### config.mk
export PLATFORM = sky130hd
export DESIGN_NAME = sd_spi_transfer_engine
export DESIGN_NICKNAME = d
export VERILOG_FILES = /design/src/rtl/core/sdspi_pkg.sv /design/src/rtl/core/sdspi_step.sv /design/src/rtl/core/sd_spi_transfer_engine.sv
export SDC_FILE = /design/constraint.sdc
export NUM_CORES = 1
export LEC_CHECK = 0
export ABC_AREA = 1
export BUFFER_PORTS_ARGS = -buffer_cell sky130_fd_sc_hd__buf_2
export CORE_MARGIN = 2
export CORE_UTILIZATION = 45
export CTS_CLUSTER_DIAMETER = 200
export DETAILED_ROUTE_END_ITERATION = 7
export HOLD_SLACK_MARGIN = 0.15
export SETUP_SLACK_MARGIN = 0.15
export SLEW_MARGIN = 20
export SYNTH_ARGS = -nofsm -noshare
export SYNTH_HDL_FRONTEND = slang
export SYNTH_SLANG_ARGS = --single-unit
### constraint.sdc
create_clock -name clk -period 6.4 [get_ports clk]
set_input_delay 1.92 -clock clk [delete_from_list [all_inputs] [get_ports clk]]
set_output_delay 1.92 -clock clk [all_outputs]
set_load 0.01 [all_outputs]
### src/rtl/core/sdspi_pkg.sv
package sdspi_pkg;

  localparam int BLOCK_BYTES_DEF = 512;
  localparam int LEN_W           = 10;
  localparam int FRAME_W         = 48;

  typedef enum logic [2:0] {
    MODE_CMD  = 3'd0,
    MODE_RD   = 3'd1,
    MODE_WR   = 3'd2,
    MODE_CARD = 3'd4
  } mode_t;

  typedef enum logic [12:0] {
    PH_IDLE   = 13'b0000000000001,
    PH_CPOLL  = 13'b0000000000010,
    PH_CFRAME = 13'b0000000000100,
    PH_CFILL  = 13'b0000000001000,
    PH_CRESP  = 13'b0000000010000,
    PH_RWAIT  = 13'b0000000100000,
    PH_RDATA  = 13'b0000001000000,
    PH_RCRC   = 13'b0000010000000,
    PH_WPOLL  = 13'b0000100000000,
    PH_WTOKEN = 13'b0001000000000,
    PH_WDATA  = 13'b0010000000000,
    PH_WCRC   = 13'b0100000000000,
    PH_WRESP  = 13'b1000000000000
  } phase_t;

  localparam logic [7:0] BYTE_IDLE   = 8'hFF;
  localparam logic [7:0] CMD_START   = 8'h40;
  localparam logic [7:0] CMD_STOP    = 8'd12;
  localparam logic [7:0] TOKEN_START = 8'hFE;
  localparam logic [7:0] TOKEN_STOP  = 8'hFD;
  localparam logic [4:0] DRESP_OK    = 5'h05;
  localparam int         FRAME_BYTES = 6;

  typedef struct packed {
    logic [2:0]       mode;
    logic [7:0]       code;
    logic [31:0]      argument;
    logic [7:0]       crc_byte;
    logic [LEN_W-1:0] read_length;
    logic [7:0]       card_byte;
    logic [7:0]       write_byte;
  } item_t;

  typedef struct packed {
    logic [7:0] tx_byte;
    logic       chip_select;
    logic [7:0] rx_data;
    logic       rx_data_valid;
    logic       done_res;
    logic       status;
    logic [6:0] response;
  } res_t;

endpackage

### src/rtl/core/sdspi_step.sv
module sdspi_step #(
  parameter int BLOCK_BYTES = sdspi_pkg::BLOCK_BYTES_DEF,
  parameter int CNT_W       = sdspi_pkg::LEN_W
) (
  input  sdspi_pkg::item_t                   item,
  input  sdspi_pkg::phase_t                  phase_r,
  input  logic [CNT_W-1:0]                   cnt_r,
  input  logic [sdspi_pkg::FRAME_W-1:0]      frame_r,
  input  logic                               stop_r,
  input  logic [sdspi_pkg::LEN_W-1:0]        pend_r,
  input  logic [7:0]                         token_r,
  output sdspi_pkg::phase_t                  phase_nxt,
  output logic [CNT_W-1:0]                   cnt_nxt,
  output logic [sdspi_pkg::FRAME_W-1:0]      frame_nxt,
  output logic                               stop_nxt,
  output logic [sdspi_pkg::LEN_W-1:0]        pend_nxt,
  output logic [7:0]                         token_nxt,
  output sdspi_pkg::res_t                    res
);

  logic [CNT_W-1:0] cnt_inc;
  logic [7:0]       cb;

  assign cnt_inc = cnt_r + CNT_W'(1);
  assign cb      = item.card_byte;

  always_comb begin
    phase_nxt = phase_r;
    cnt_nxt   = cnt_r;
    frame_nxt = frame_r;
    stop_nxt  = stop_r;
    pend_nxt  = pend_r;
    token_nxt = token_r;
    res       = '0;
    res.tx_byte     = sdspi_pkg::BYTE_IDLE;
    res.chip_select = (phase_r != sdspi_pkg::PH_IDLE);

    unique case (item.mode)
      sdspi_pkg::MODE_CMD: begin
        frame_nxt = {item.code | sdspi_pkg::CMD_START, item.argument, item.crc_byte};
        stop_nxt  = (item.code == sdspi_pkg::CMD_STOP);
        cnt_nxt   = '0;
        phase_nxt = sdspi_pkg::PH_CPOLL;
        res.chip_select = 1'b1;
      end
      sdspi_pkg::MODE_RD: begin
        pend_nxt  = item.read_length;
        cnt_nxt   = '0;
        phase_nxt = sdspi_pkg::PH_RWAIT;
        res.chip_select = 1'b1;
      end
      sdspi_pkg::MODE_WR: begin
        token_nxt = item.code;
        cnt_nxt   = '0;
        phase_nxt = sdspi_pkg::PH_WPOLL;
        res.chip_select = 1'b1;
      end
      sdspi_pkg::MODE_CARD: begin
        unique case (phase_r)
          sdspi_pkg::PH_CPOLL: begin
            if (cb == sdspi_pkg::BYTE_IDLE) begin
              res.tx_byte = frame_r[47:40];
              frame_nxt   = {frame_r[39:0], 8'h00};
              cnt_nxt     = CNT_W'(1);
              phase_nxt   = sdspi_pkg::PH_CFRAME;
            end
          end
          sdspi_pkg::PH_CFRAME: begin
            if (cnt_r < CNT_W'(sdspi_pkg::FRAME_BYTES)) begin
              res.tx_byte = frame_r[47:40];
              frame_nxt   = {frame_r[39:0], 8'h00};
              cnt_nxt     = cnt_inc;
            end else begin
              phase_nxt = stop_r ? sdspi_pkg::PH_CFILL : sdspi_pkg::PH_CRESP;
            end
          end
          sdspi_pkg::PH_CFILL: begin
            phase_nxt = sdspi_pkg::PH_CRESP;
          end
          sdspi_pkg::PH_CRESP: begin
            if (!cb[7]) begin
              res.done_res = 1'b1;
              res.response = cb[6:0];
              phase_nxt    = sdspi_pkg::PH_IDLE;
            end
          end
          sdspi_pkg::PH_RWAIT: begin
            if (cb == sdspi_pkg::TOKEN_START) begin
              cnt_nxt   = '0;
              phase_nxt = (pend_r == '0) ? sdspi_pkg::PH_RCRC : sdspi_pkg::PH_RDATA;
            end
          end
          sdspi_pkg::PH_RDATA: begin
            res.rx_data       = cb;
            res.rx_data_valid = 1'b1;
            cnt_nxt           = cnt_inc;
            if (cnt_inc >= CNT_W'(pend_r)) begin
              cnt_nxt   = '0;
              phase_nxt = sdspi_pkg::PH_RCRC;
            end
          end
          sdspi_pkg::PH_RCRC: begin
            if (cnt_r == '0) begin
              cnt_nxt = CNT_W'(1);
            end else begin
              res.done_res = 1'b1;
              phase_nxt    = sdspi_pkg::PH_IDLE;
            end
          end
          sdspi_pkg::PH_WPOLL: begin
            if (cb == sdspi_pkg::BYTE_IDLE) begin
              res.tx_byte = token_r;
              phase_nxt   = sdspi_pkg::PH_WTOKEN;
            end
          end
          sdspi_pkg::PH_WTOKEN: begin
            if (token_r == sdspi_pkg::TOKEN_STOP) begin
              res.done_res = 1'b1;
              phase_nxt    = sdspi_pkg::PH_IDLE;
            end else begin
              res.tx_byte = item.write_byte;
              cnt_nxt     = CNT_W'(1);
              phase_nxt   = sdspi_pkg::PH_WDATA;
            end
          end
          sdspi_pkg::PH_WDATA: begin
            if (cnt_r < CNT_W'(BLOCK_BYTES)) begin
              res.tx_byte = item.write_byte;
              cnt_nxt     = cnt_inc;
            end else begin
              cnt_nxt   = '0;
              phase_nxt = sdspi_pkg::PH_WCRC;
            end
          end
          sdspi_pkg::PH_WCRC: begin
            if (cnt_r == '0) begin
              cnt_nxt = CNT_W'(1);
            end else begin
              phase_nxt = sdspi_pkg::PH_WRESP;
            end
          end
          sdspi_pkg::PH_WRESP: begin
            res.done_res = 1'b1;
            res.status   = (cb[4:0] != sdspi_pkg::DRESP_OK);
            phase_nxt    = sdspi_pkg::PH_IDLE;
          end
          default: begin
            phase_nxt       = sdspi_pkg::PH_IDLE;
            res.chip_select = 1'b0;
          end
        endcase
      end
      default: begin
      end
    endcase
  end

endmodule

### src/rtl/core/sd_spi_transfer_engine.sv
// Channel | Ports                                              | Direction
// in      | in_valid in_stall in_mode in_code in_argument      | request / card byte in
//         | in_crc_byte in_read_length in_card_byte in_write_byte |
// out     | out_valid out_stall out_tx_byte out_chip_select      | one result per transfer
//         | out_rx_data out_rx_data_valid out_done_res out_status out_response |
//
// One input transfer per cycle unless out_stall holds a valid result; one result per input transfer.
// Each transfer passes the input register and then the result register; the phase
// state updates as an item moves into the result register.
// Reset (rst_n low, synchronous) returns the engine to idle with empty stages.
// out_stall holds a valid result register and, while the input register is full, backs up into in_stall the same cycle.
module sd_spi_transfer_engine #(
  parameter int BLOCK_BYTES = sdspi_pkg::BLOCK_BYTES_DEF
) (
  input  logic                        clk,
  input  logic                        rst_n,
  input  logic                        in_valid,
  output logic                        in_stall,
  input  logic [2:0]                  in_mode,
  input  logic [7:0]                  in_code,
  input  logic [31:0]                 in_argument,
  input  logic [7:0]                  in_crc_byte,
  input  logic [sdspi_pkg::LEN_W-1:0] in_read_length,
  input  logic [7:0]                  in_card_byte,
  input  logic [7:0]                  in_write_byte,
  output logic                        out_valid,
  input  logic                        out_stall,
  output logic [7:0]                  out_tx_byte,
  output logic                        out_chip_select,
  output logic [7:0]                  out_rx_data,
  output logic                        out_rx_data_valid,
  output logic                        out_done_res,
  output logic                        out_status,
  output logic [6:0]                  out_response
);

  localparam int BB_W  = $clog2(BLOCK_BYTES + 1);
  localparam int CNT_W = (sdspi_pkg::LEN_W > BB_W) ? sdspi_pkg::LEN_W : BB_W;

  sdspi_pkg::item_t                 item_r;
  logic                             s1_v_r;
  sdspi_pkg::res_t                  res_r;
  sdspi_pkg::res_t                  res_nxt;
  logic                             out_v_r;
  logic                             adv;
  logic                             fire;

  sdspi_pkg::phase_t                phase_r, phase_nxt;
  logic [CNT_W-1:0]                 cnt_r, cnt_nxt;
  logic [sdspi_pkg::FRAME_W-1:0]    frame_r, frame_nxt;
  logic                             stop_r, stop_nxt;
  logic [sdspi_pkg::LEN_W-1:0]      pend_r, pend_nxt;
  logic [7:0]                       token_r, token_nxt;

  assign adv      = !out_v_r || !out_stall;
  assign fire     = s1_v_r && adv;
  assign in_stall = s1_v_r && !adv;

  always_ff @(posedge clk) begin
    if (!rst_n) begin
      s1_v_r <= 1'b0;
    end else if (!in_stall) begin
      s1_v_r <= in_valid;
    end
  end

  always_ff @(posedge clk) begin
    if (in_valid && !in_stall) begin
      item_r <= '{mode: in_mode, code: in_code, argument: in_argument,
                  crc_byte: in_crc_byte, read_length: in_read_length,
                  card_byte: in_card_byte, write_byte: in_write_byte};
    end
  end

  sdspi_step #(
    .BLOCK_BYTES (BLOCK_BYTES),
    .CNT_W       (CNT_W)
  ) u_step (
    .item      (item_r),
    .phase_r   (phase_r),
    .cnt_r     (cnt_r),
    .frame_r   (frame_r),
    .stop_r    (stop_r),
    .pend_r    (pend_r),
    .token_r   (token_r),
    .phase_nxt (phase_nxt),
    .cnt_nxt   (cnt_nxt),
    .frame_nxt (frame_nxt),
    .stop_nxt  (stop_nxt),
    .pend_nxt  (pend_nxt),
    .token_nxt (token_nxt),
    .res       (res_nxt)
  );

  always_ff @(posedge clk) begin
    if (!rst_n) begin
      phase_r <= sdspi_pkg::PH_IDLE;
      cnt_r   <= '0;
      frame_r <= '0;
      stop_r  <= 1'b0;
      pend_r  <= '0;
      token_r <= '0;
    end else if (fire) begin
      phase_r <= phase_nxt;
      cnt_r   <= cnt_nxt;
      frame_r <= frame_nxt;
      stop_r  <= stop_nxt;
      pend_r  <= pend_nxt;
      token_r <= token_nxt;
    end
  end

  always_ff @(posedge clk) begin
    if (!rst_n) begin
      out_v_r <= 1'b0;
    end else if (adv) begin
      out_v_r <= s1_v_r;
    end
  end

  always_ff @(posedge clk) begin
    if (fire) begin
      res_r <= res_nxt;
    end
  end

  assign out_valid         = out_v_r;
  assign out_tx_byte       = res_r.tx_byte;
  assign out_chip_select   = res_r.chip_select;
  assign out_rx_data       = res_r.rx_data;
  assign out_rx_data_valid = res_r.rx_data_valid;
  assign out_done_res      = res_r.done_res;
  assign out_status        = res_r.status;
  assign out_response      = res_r.response;

  a_phase_onehot: assert property (@(posedge clk) disable iff (!rst_n)
    $onehot(phase_r))
    else $error("phase not one-hot");

  a_done_idle: assert property (@(posedge clk) disable iff (!rst_n)
    fire && res_nxt.done_res |=> phase_r == sdspi_pkg::PH_IDLE)
    else $error("completed transfer did not return to idle");

  a_done_cs: assert property (@(posedge clk) disable iff (!rst_n)
    out_v_r && res_r.done_res |-> res_r.chip_select)
    else $error("completion without chip select");

  a_rx_cs: assert property (@(posedge clk) disable iff (!rst_n)
    out_v_r && res_r.rx_data_valid |-> res_r.chip_select && !res_r.done_res)
    else $error("read data outside an active read");

  a_req_busy: assert property (@(posedge clk) disable iff (!rst_n)
    fire && (item_r.mode == sdspi_pkg::MODE_CMD || item_r.mode == sdspi_pkg::MODE_RD ||
             item_r.mode == sdspi_pkg::MODE_WR) |=> phase_r != sdspi_pkg::PH_IDLE)
    else $error("request left engine idle");

endmodule

=== After elaboration in Yosys (flattened, before gate mapping) ===
Index checks and enable logic that the tools add are counted.

* Bits of input ports: 81
* Register bits after elaboration: 196

* Reductions and logical operators: 26
* Multiplexer cells: 40
* Bitwise logic cells: 2
* $lt $le $gt $ge: 3
* $add $sub $neg: 1
* Eq/ne operators: 35

{| class="wikitable"
|+ Operator list
! operator !! number
|-
| 48-bit case mux with 2 select lines || 2
|-
| 13-bit case mux with 11 select lines || 1
|-
| 13-bit 2-to-1 mux || 9
|-
| 48-bit 2-to-1 mux || 2
|-
| 10-bit 2-to-1 mux || 7
|-
| 10-bit case mux with 7 select lines || 1
|-
| 13-bit case mux with 4 select lines || 1
|-
| 8-bit 2-to-1 mux || 6
|-
| 8-bit case mux with 5 select lines || 1
|-
| 8-bit == test (second input constant) || 3
|-
| 3-bit inequality test (second input constant) || 7
|-
| 10-bit zero test || 2
|-
| 10-bit case mux with 2 select lines || 1
|-
| 3-bit by 2-bit inequality test with 1-bit output (second input constant) || 6
|-
| 13-bit by 10-bit == test with 1-bit output (second input constant) || 1
|-
| 13-bit by 11-bit == test with 1-bit output (second input constant) || 1
|-
| 13-bit by 12-bit == test with 1-bit output (second input constant) || 1
|-
| 13-bit == test (second input constant) || 1
|-
| 13-bit by 2-bit == test with 1-bit output (second input constant) || 1
|-
| 13-bit by 3-bit == test with 1-bit output (second input constant) || 1
|-
| 13-bit by 4-bit == test with 1-bit output (second input constant) || 1
|-
| 13-bit by 5-bit == test with 1-bit output (second input constant) || 1
|-
| 13-bit by 6-bit == test with 1-bit output (second input constant) || 1
|-
| 13-bit by 7-bit == test with 1-bit output (second input constant) || 1
|-
| other kinds (32) || 48
|}

=== Longest topological paths before layout ===
Gate-level depths: netlist of the first run.

* Depth after elaboration: 6
* Mapped depth: 20

=== Hierarchy ===
Synthesis of the first run repeated with hierarchy kept, for this count alone.

* Cell total of the unflattened synthesis: 1490
* Area, all modules: 10866.7 um^2

{| class="wikitable"
|+ By module, submodules not included
! module !! area an instance (um^2) !! cells each !! sequential area each (um^2) !! times used
|-
| sd_spi_transfer_engine || 7183.1 || 704 || 4964.8 || 1
|-
| sdspi_step || 3683.5 || 786 || 0.0 || 1
|}

=== Worst setup path after synthesis of the first run ===
OpenSTA, ideal clock, no wires.

* Path type: in2reg
* Start point: input out_stall
* End point: register item_r[0] (netlist name) (enable)
* Stages: 5
* Path buffers: 0
* Setup time: 0.431 ns
* Arrival time: 3.707 ns
* Data required time: 5.969 ns
* Path slack: 2.262 ns
* Cell sequence: nand2_1 -> nor2_1 -> inv_1 -> nand2_1 -> inv_1

* Word-level cells in the longest chain between the ends: 6

{| class="wikitable"
|+ RTL lines
! what !! line !! text
|-
| start: declaration || sd_spi_transfer_engine.sv:27 || <nowiki>input logic out_stall,</nowiki>
|-
| 1-bit zero test || sd_spi_transfer_engine.sv:55 || <nowiki>assign adv = !out_v_r || !out_stall;</nowiki>
|-
| 1-bit logical OR || sd_spi_transfer_engine.sv:55 ||
|-
| 1-bit zero test || sd_spi_transfer_engine.sv:57 || <nowiki>assign in_stall = s1_v_r && !adv;</nowiki>
|-
| 1-bit logical AND || sd_spi_transfer_engine.sv:57 ||
|-
| via in_stall || sd_spi_transfer_engine.sv:18 || <nowiki>output logic in_stall,</nowiki>
|-
| 1-bit zero test || sd_spi_transfer_engine.sv:68 || <nowiki>if (in_valid && !in_stall) begin</nowiki>
|-
| 1-bit logical AND || sd_spi_transfer_engine.sv:68 ||
|-
| end signal: assignment || sd_spi_transfer_engine.sv:69 || <nowiki>item_r <= '{mode: in_mode, code: in_code, argument: in_argument,</nowiki>
|-
| end: declaration || sd_spi_transfer_engine.sv:40 || <nowiki>sdspi_pkg::item_t item_r;</nowiki>
|}

The timed path passes the listed nets, and every way through them passes these cells.
A chain may end at the register's enable or synchronous reset.

=== Final worst setup path of the first run ===
* Start point: input out_stall
* End point: output in_stall

* Word-level cells in the longest chain between the ends: 4

{| class="wikitable"
|+ RTL lines
! what !! line
|-
| 1-bit zero test || sd_spi_transfer_engine.sv:55
|-
| 1-bit logical OR || sd_spi_transfer_engine.sv:55
|-
| 1-bit zero test || sd_spi_transfer_engine.sv:57
|-
| 1-bit logical AND || sd_spi_transfer_engine.sv:57
|-
| end: declaration || sd_spi_transfer_engine.sv:18
|}

Every way passes these cells.

==> run_results.csv, run 1 <==
group,metric,value,unit
clocking,numClockSinks,196,
setup_path,cp_num_buf_inv,2,
route,route.met2.wl,8.63,mm
timing,fin_tns_setup,0,ns
pwr,ir_drop,0.000194,V
die,ios,110,
min_path,min-delay-start,"s1_v_r",
timing,max_clock_freq,235,MHz
clocking,cts.path.max_buffers,2,
die,rows,51,
setup_path,max_stage_delay,0.15,ns
job,drv_cap,0,
finish,fin_cells,1408,
timing,setup_violations,0,
setup_path,rr_startpoint,"item_r[75]",
global_routing,grt_usage,19.1,%
timing,drv_slew,0,
finish,seq_area,4960,sq um
finish,fill_cells,1835,
route,avgRoutedWirePerCell,13.6,um
clocking,cts_resized,0,
setup_path,critPathMostFrequentCell,"buf_2",
setup_path,r2r_end,"frame_r[39]",
die,die_w,144,um
global_routing,grt_max_degree,71,
clocking,htree_levels,4,
yosys,avgSynthCellArea,8.46,sq um
die,dieArea,20600,sq um
setup_path,r2r_slack,2.74,ns
die,die_y,144,um
setup_path,crit_family,"buffers and inverters",
setup_path,endpoint_kind,"output pin",
route,drc_errors,0,
yosys,syn-cell-area,8760,sq um
die,core_area,19300,sq um
clocking,cts_buffers,17,
global_routing,antenna_found_initial,0,
setup_path,start_kind,"primary input",
setup_path,cp_data_arrival_time,2.34,ns
finish,multi_input_area,3290,sq um
yosys,syn_inst,1035,
global_routing,globalRouteOverflowTotal,0,
min_path,min_path_cells,2,
yosys,yosysWarnings,0,
finish,n_antenna_cell,0,
clocking,cts_setup_buffers,0,
placement,dp_hpwl,13.2,mm
route,via_per_inst,4.87,
timing,period_share,66.5,%
route,routed_wirelength,19.2,mm
setup_path,crit_type,"primary input to output pin",
timing,hold_violations,0,
finish,drive_gt1_share,15.1,%
placement,portBuffers,109,
route,final_antenna_net_count,0,
timing,worstMarginPinSlew,1.03,ns
pwr,power.static_leakage,0.00422,uW
pwr,p_per_area,261,nW/um^2
yosys,yosysSeqAreaShare,56.7,%
clocking,clk_pin_slew,0.08,ns
yosys,syn_nets,1129,
finish,area_delta_synth_final,14.8,%
global_routing,grt_pass1_vias,6134,
clocking,clkLatencyLatePin,0.44,ns
setup_path,worstPathCellList,"buf_2, nand2_1, nor2_1, buf_2",
yosys,postSynthRegisterBits,196,
route,via_count,6860,
timing,period_minus_slack,4.26,ns
min_path,hold_path_end,"out_valid",
placement,placed_cells,1376,
global_routing,grt_pass1_wl,30.7,mm
timing,rsz0062_at_grt,"false",
min_path,hp-class,"register to register",
route,drtIter0Drc,645,
setup_path,worst_path_max_delay_cell,"buf_2",
timing,clock_skew,0.0161,ns
finish,fin_nets,1224,
clocking,cts_hold_buffers,0,
route,wl_met3,757,um
setup_path,reg2reg_depth,11,
timing,slew-limit-headroom,31.0,%
route,highest_layer,"met4",
placement,place.gp.congestion,0.892,
outcome,status,"finished clean",
route,met1_length,9.52,mm
setup_path,cp.required,4.48,ns
clocking,root_buffer,"clkbuf_16",
setup_path,cp_max_fo,3,
clocking,tritoncts,"done",
die,start_util,45.4,%
yosys,yosys.cell_types.count,34,
route,firstDrtPassIters,5,
==> power breakdown <==
| part | total (uW) | internal (uW) | leakage, uW | switching [uW] |
|---|---|---|---|---|
| clock | 1030 | 547 | 0.000283 | 488 |
| sequential | 1400 | 1380 | 0.00174 | 24.5 |
| combinational | 187 | 63.0 | 0.00219 | 124 |
==> worst min-delay path, stage by stage, from the launching register on <==
cell and delay (ns):
dfxtp_1 0.31, inv_1 0.06, a21oi_1 0.06
==> layout by cell type (no fill, tap or decap), drive strengths merged, types with 2 or more instances in the layout <==
master | Yosys | layout
edfxtp | 104 | 104
nand3b | 5 | 5
xor2 | 4 | 4
clkinv | 2 | 10
nand4 | 30 | 30
dfxtp | 92 | 92
nand2 | 235 | 235
o21ai | 96 | 96
ha | 13 | 13
nor3 | 8 | 8
nand3 | 54 | 54
buf | 20 | 113
clkbuf | 17 | 17
a21oi | 42 | 42
and3 | 3 | 3
nor4 | 2 | 2
nor2 | 216 | 216
inv | 85 | 91
==> per-layer routing <==
| metal | track usage [%] | vias up |
|---|---|---|
| met5 | 0 | - |
| met4 | 5.42 | 0 |
| met3 | 3.57 | 21 |
| met2 | 30.3 | 151 |
| met1 | 26.9 | 3076 |
| li1 | - | 3612 |
==> sequential cells by signal (all words and copies together), names as in the netlist, 7 cells and up <==
| register | cells |
|---|---|
| item_r | 77 |
| pend_r | 10 |
| cnt_r | 10 |
| out_tx_byte | 8 |
| out_rx_data | 8 |
| frame_r | 48 |
| phase_r | 13 |
| token_r | 8 |
| out_response | 7 |
==> cells by family (layout without fill, tap and decap cells) <==
kind of cell    after synthesis  in the layout  synth area share, %
fa+ha+maj                    13             13                 1.86
flops                       196            196                 56.7
xor+xnor                      5              5                0.500
compound gates              143            143                 8.41
buf+inv                     124            232                 5.84
simple gates                554            554                 26.7
==> Yosys cell counts <==
| cell type | instances | area (sq um) |
|---|---|---|
| a21o_1 | 1 | 7.51 |
| a21oi_1 | 40 | 200 |
| a21oi_2 | 2 | 17.5 |
| a311oi_1 | 1 | 8.76 |
| a41oi_1 | 1 | 8.76 |
| and3_1 | 3 | 18.8 |
| buf_1 | 6 | 22.5 |
| buf_2 | 7 | 35.0 |
| buf_4 | 4 | 30.0 |
| buf_6 | 3 | 33.8 |
| clkbuf_1 | 17 | 63.8 |
| clkinv_1 | 2 | 7.51 |
| dfxtp_1 | 92 | 1840 |
| edfxtp_1 | 104 | 3120 |
| ha_1 | 13 | 163 |
| inv_1 | 80 | 300 |
| inv_2 | 5 | 18.8 |
| nand2_1 | 228 | 856 |
| nand2_2 | 7 | 43.8 |
| nand3_1 | 54 | 270 |
| nand3b_1 | 5 | 37.5 |
| nand4_1 | 30 | 188 |
| nor2_1 | 202 | 758 |
| nor2_2 | 10 | 62.6 |
| nor2_4 | 4 | 45.0 |
| nor3_1 | 8 | 40.0 |
| nor4_1 | 2 | 12.5 |
| o21ai_0 | 48 | 240 |
| o21ai_1 | 48 | 240 |
| o22ai_1 | 1 | 6.26 |
| o31ai_1 | 1 | 7.51 |
| or2_2 | 1 | 6.26 |
| xnor2_1 | 1 | 8.76 |
| xor2_1 | 4 | 35.0 |
==> worst max path at each step <==
stage                          from          end  slack (ns)  cells after the start
after floorplan           out_stall    item_r[0]        2.26                      5
after global placement    out_stall  frame_r[46]        2.05                      9
after detailed placement  out_stall  frame_r[46]        2.04                      9
after CTS                 out_stall     in_stall        2.13                      4
after global routing      out_stall     in_stall        2.11                      4
final                     out_stall     in_stall        2.14                      4
==> through the flow <==
step / setup slack [ns] / total power [uW] / utilization (%) / hold slack [ns] / instance area [sq um]
global placement: 2.05 / 1620 / 49.2 / 0.463 / 9490
CTS: 2.13 / 2650 / 52.2 / 0.480 / 10100
floorplan: 2.26 / 1550 / - / 0.441 / 8760
detailed placement: 2.04 / 1620 / 49.2 / 0.467 / 9490
finish: 2.14 / 2620 / 52.2 / 0.477 / 10100
global route: 2.11 / 2730 / 52.2 / 0.502 / 10100
==> area by class of cell <==
class / instances / area share [%]
multi-input combinational: 715 / 32.7
sequential: 196 / 49.4
inverter: 87 / 3.26
tap: 265 / 3.30
clock buffer: 17 / 4.23
clock inverter: 15 / 1.44
timing repair buffer: 113 / 5.72
No activity file was read; power rests on OpenSTA's default activity.
==> run 2, diff against run 1 <==
--- a/config.mk
+++ b/config.mk
@@ -12,6 +12,7 @@
 export CTS_CLUSTER_DIAMETER = 200
 export DETAILED_ROUTE_END_ITERATION = 7
 export HOLD_SLACK_MARGIN = 0.15
+export PLACE_DENSITY = 0.67
 export SETUP_SLACK_MARGIN = 0.15
 export SLEW_MARGIN = 20
 export SYNTH_ARGS = -nofsm -noshare
==> constraint.sdc (replaced) <==
create_clock -name clk -period 3.6 [get_ports clk]
set_input_delay 1.08 -clock clk [delete_from_list [all_inputs] [get_ports clk]]
set_output_delay 1.08 -clock clk [all_outputs]
set_load 0.01 [all_outputs]
==> run 2 against run 1 <==
  * Via count grew 2.7%
  * Die area is the same
  * Clock power grew 80%
  * Worst hold slack gained 0.0033 ns
  * Power grew 79%
  * Flip-flop and latch count is the same
  * Register-to-register slack lost 2.3 ns
  * Non-clock buffer count grew 8
  * Sequential share of layout area shrank 0.35 points
  * Critical path type is now register to register
  * Critical endpoint is now phase_r[7]
  * Largest power group unchanged
  * Highest routed layer unchanged
==> run_results.csv, run 2 (same netlist as run 1, synthesis figures left out) <==
group,metric,value,unit
outcome,status,"finished clean",
timing,slew-limit-headroom,50.8,%
clocking,clkLatencyLatePin,0.44,ns
finish,largest_reg_flops,77,
global_routing,antenna_found_initial,0,
pwr,ir_drop,0.000347,V
timing,drv_slew,0,
setup_path,cp_max_fo,9,
setup_path,cp.required,3.97,ns
clocking,clk_pin_slew,0.08,ns
pwr,p_sw,1140,uW
clocking,root_buffer,"clkbuf_16",
placement,place.gp.congestion,0.911,
route,final_antenna_net_count,0,
global_routing,grt_max_degree,52,
route,avgRoutedWirePerCell,13.9,um
pwr,p_comb_share,7.3,%
timing,clock_skew,0.0103,ns
pwr,power.share.sequential,53.2,%
clocking,cts.path.max_buffers,2,
placement,portBuffers,109,
timing,max_clock_freq,319,MHz
route,routed_wirelength,19.7,mm
finish,fill_cells,1880,
clocking,cts_resized,0,
global_routing,grt_usage,19.6,%
route,firstDrtPassIters,6,
route,drtIter0Drc,583,
min_path,hp-class,"register to register",
pwr,clockPowerShare,39.5,%
global_routing,grt_pass1_vias,6364,
timing,setup_ws,0.470,ns
timing,period_minus_slack,3.13,ns
finish,top_register,"item_r",
global_routing,grt_pass1_wl,31.5,mm
setup_path,start_kind,"register",
die,ios,110,
timing,rsz0062_at_grt,"false",
finish,layout_commonest_cell,"nand2_1",
clocking,tritoncts,"done",
die,dieArea,20600,sq um
pwr,power.static_leakage,0.00426,uW
global_routing,globalRouteOverflowTotal,0,
finish,reg_top3,"item_r: 77 flops, frame_r: 48 flops, phase_r: 13 flops",
job,drv_cap,0,
route,drc_errors,0,
route,via_count,7047,
finish,final_cell_mix,"228 x nand2_1, 202 x nor2_1, 109 x buf_2",
finish,area_delta_synth_final,15.6,%
timing,worstMarginPinSlew,0.736,ns
placement,dp_slack,0.535,ns
pwr,p_per_area,462,nW/um^2
placement,dp_hpwl,14.0,mm
setup_path,crit_type,"register to register",
die,rows,51,
setup_path,endpoint_kind,"register",
timing,period_share,86.9,%
clocking,numClockSinks,196,
die,core_area,19300,sq um
finish,n_antenna_cell,0,
clocking,htree_levels,4,
die,start_util,45.4,%
die,die_w,144,um
clocking,cts_hold_buffers,0,
finish,fin_nets,1232,
route,via_per_inst,4.98,
timing,hold_violations,0,
setup_path,cp_data_arrival_time,3.50,ns
timing,setup_violations,0,
pwr,p_int,3540,uW
die,die_y,144,um
timing,fin_tns_setup,0,ns
finish,drive_gt1_share,15.7,%
clocking,cts_buffers,17,
pwr,p_sw_share,24.4,%
clocking,cts_setup_buffers,0,
==> run 2: cell count changes in the layout (fill, tap and decap cells not counted), sizes merged <==
| cell | delta |
|---|---|
| buf | +8 |
| clkinv | -1 |
| clkinvlp | +1 |
==> run 2: area by class of cell <==
type	count	area (sq um)	share of cell area (%)
inverters	87	328	3.24
multi-input cells	715	3290	32.5
clock inverters	15	144	1.42
repair buffers	121	648	6.40
flip-flops and latches	196	4960	49.0
clock buffers	17	425	4.20
well taps	265	332	3.27
==> run 2: path summary, 6_finish.rpt <==
kind / from / endpoint / slack, ns / depth (start not counted)
max: cnt_r[0] / phase_r[7] / 0.47 / 20
max reg2reg: cnt_r[0] / phase_r[7] / 0.47 / 20
min: s1_v_r / out_valid / 0.48 / 2
min reg2reg: s1_v_r / out_valid / 0.48 / 2
==> run 2: routing by layer <==
metal / GRT usage (%) / wire (um) / vias to the layer above
met3: 3.10 / 1020 / 29
li1: - / - / 3626
met2: 31.6 / 9070 / 208
met5: 0 / 0 / -
met4: 6.66 / 364 / 0
met1: 26.9 / 9210 / 3184
==> run 2: critical path: stages (launching register included) <==
cell and delay [ns]:
dfxtp_1 0.39, inv_1 0.12, nor2_1 0.28, nand3_1 0.17, nor2_1 0.12, ha_1 0.13
inv_1 0.06, ha_1 0.29, nand2_1 0.07, nor2_1 0.14, nand2_1 0.06, nor2_1 0.11
nor2_1 0.04, buf_4 0.16, nand4_1 0.07, nand2_1 0.07, nor2_2 0.26, nand2_2 0.20
inv_2 0.18, nor2_1 0.06, nor2_1 0.10
==> run 2: power groups by stage <==
| stage | Clock, uW | Sequential, uW | Combinational, uW |
|---|---|---|---|
| detailed placement | 0 | 2540 | 342 |
| CTS | 1890 | 2490 | 344 |
| floorplan | 0 | 2530 | 225 |
| global placement | 0 | 2540 | 339 |
| finish | 1850 | 2490 | 342 |
| global route | 1980 | 2500 | 391 |
==> run 2: stage by stage <==
step | hold WS, ns | instances | total power [uW] | area, sq um | utilization (%)
2_1_floorplan | 0.441 | 1035 | 2760 | 8760 | -
3_3_place_gp | 0.464 | 1384 | 2880 | 9560 | 49.6
3_5_place_dp | 0.470 | 1384 | 2880 | 9560 | 49.6
4_1_cts | 0.483 | 1416 | 4720 | 10100 | 52.6
5_1_grt | 0.506 | 1416 | 4870 | 10100 | 52.6
6_report | 0.480 | 1416 | 4680 | 10100 | 52.6
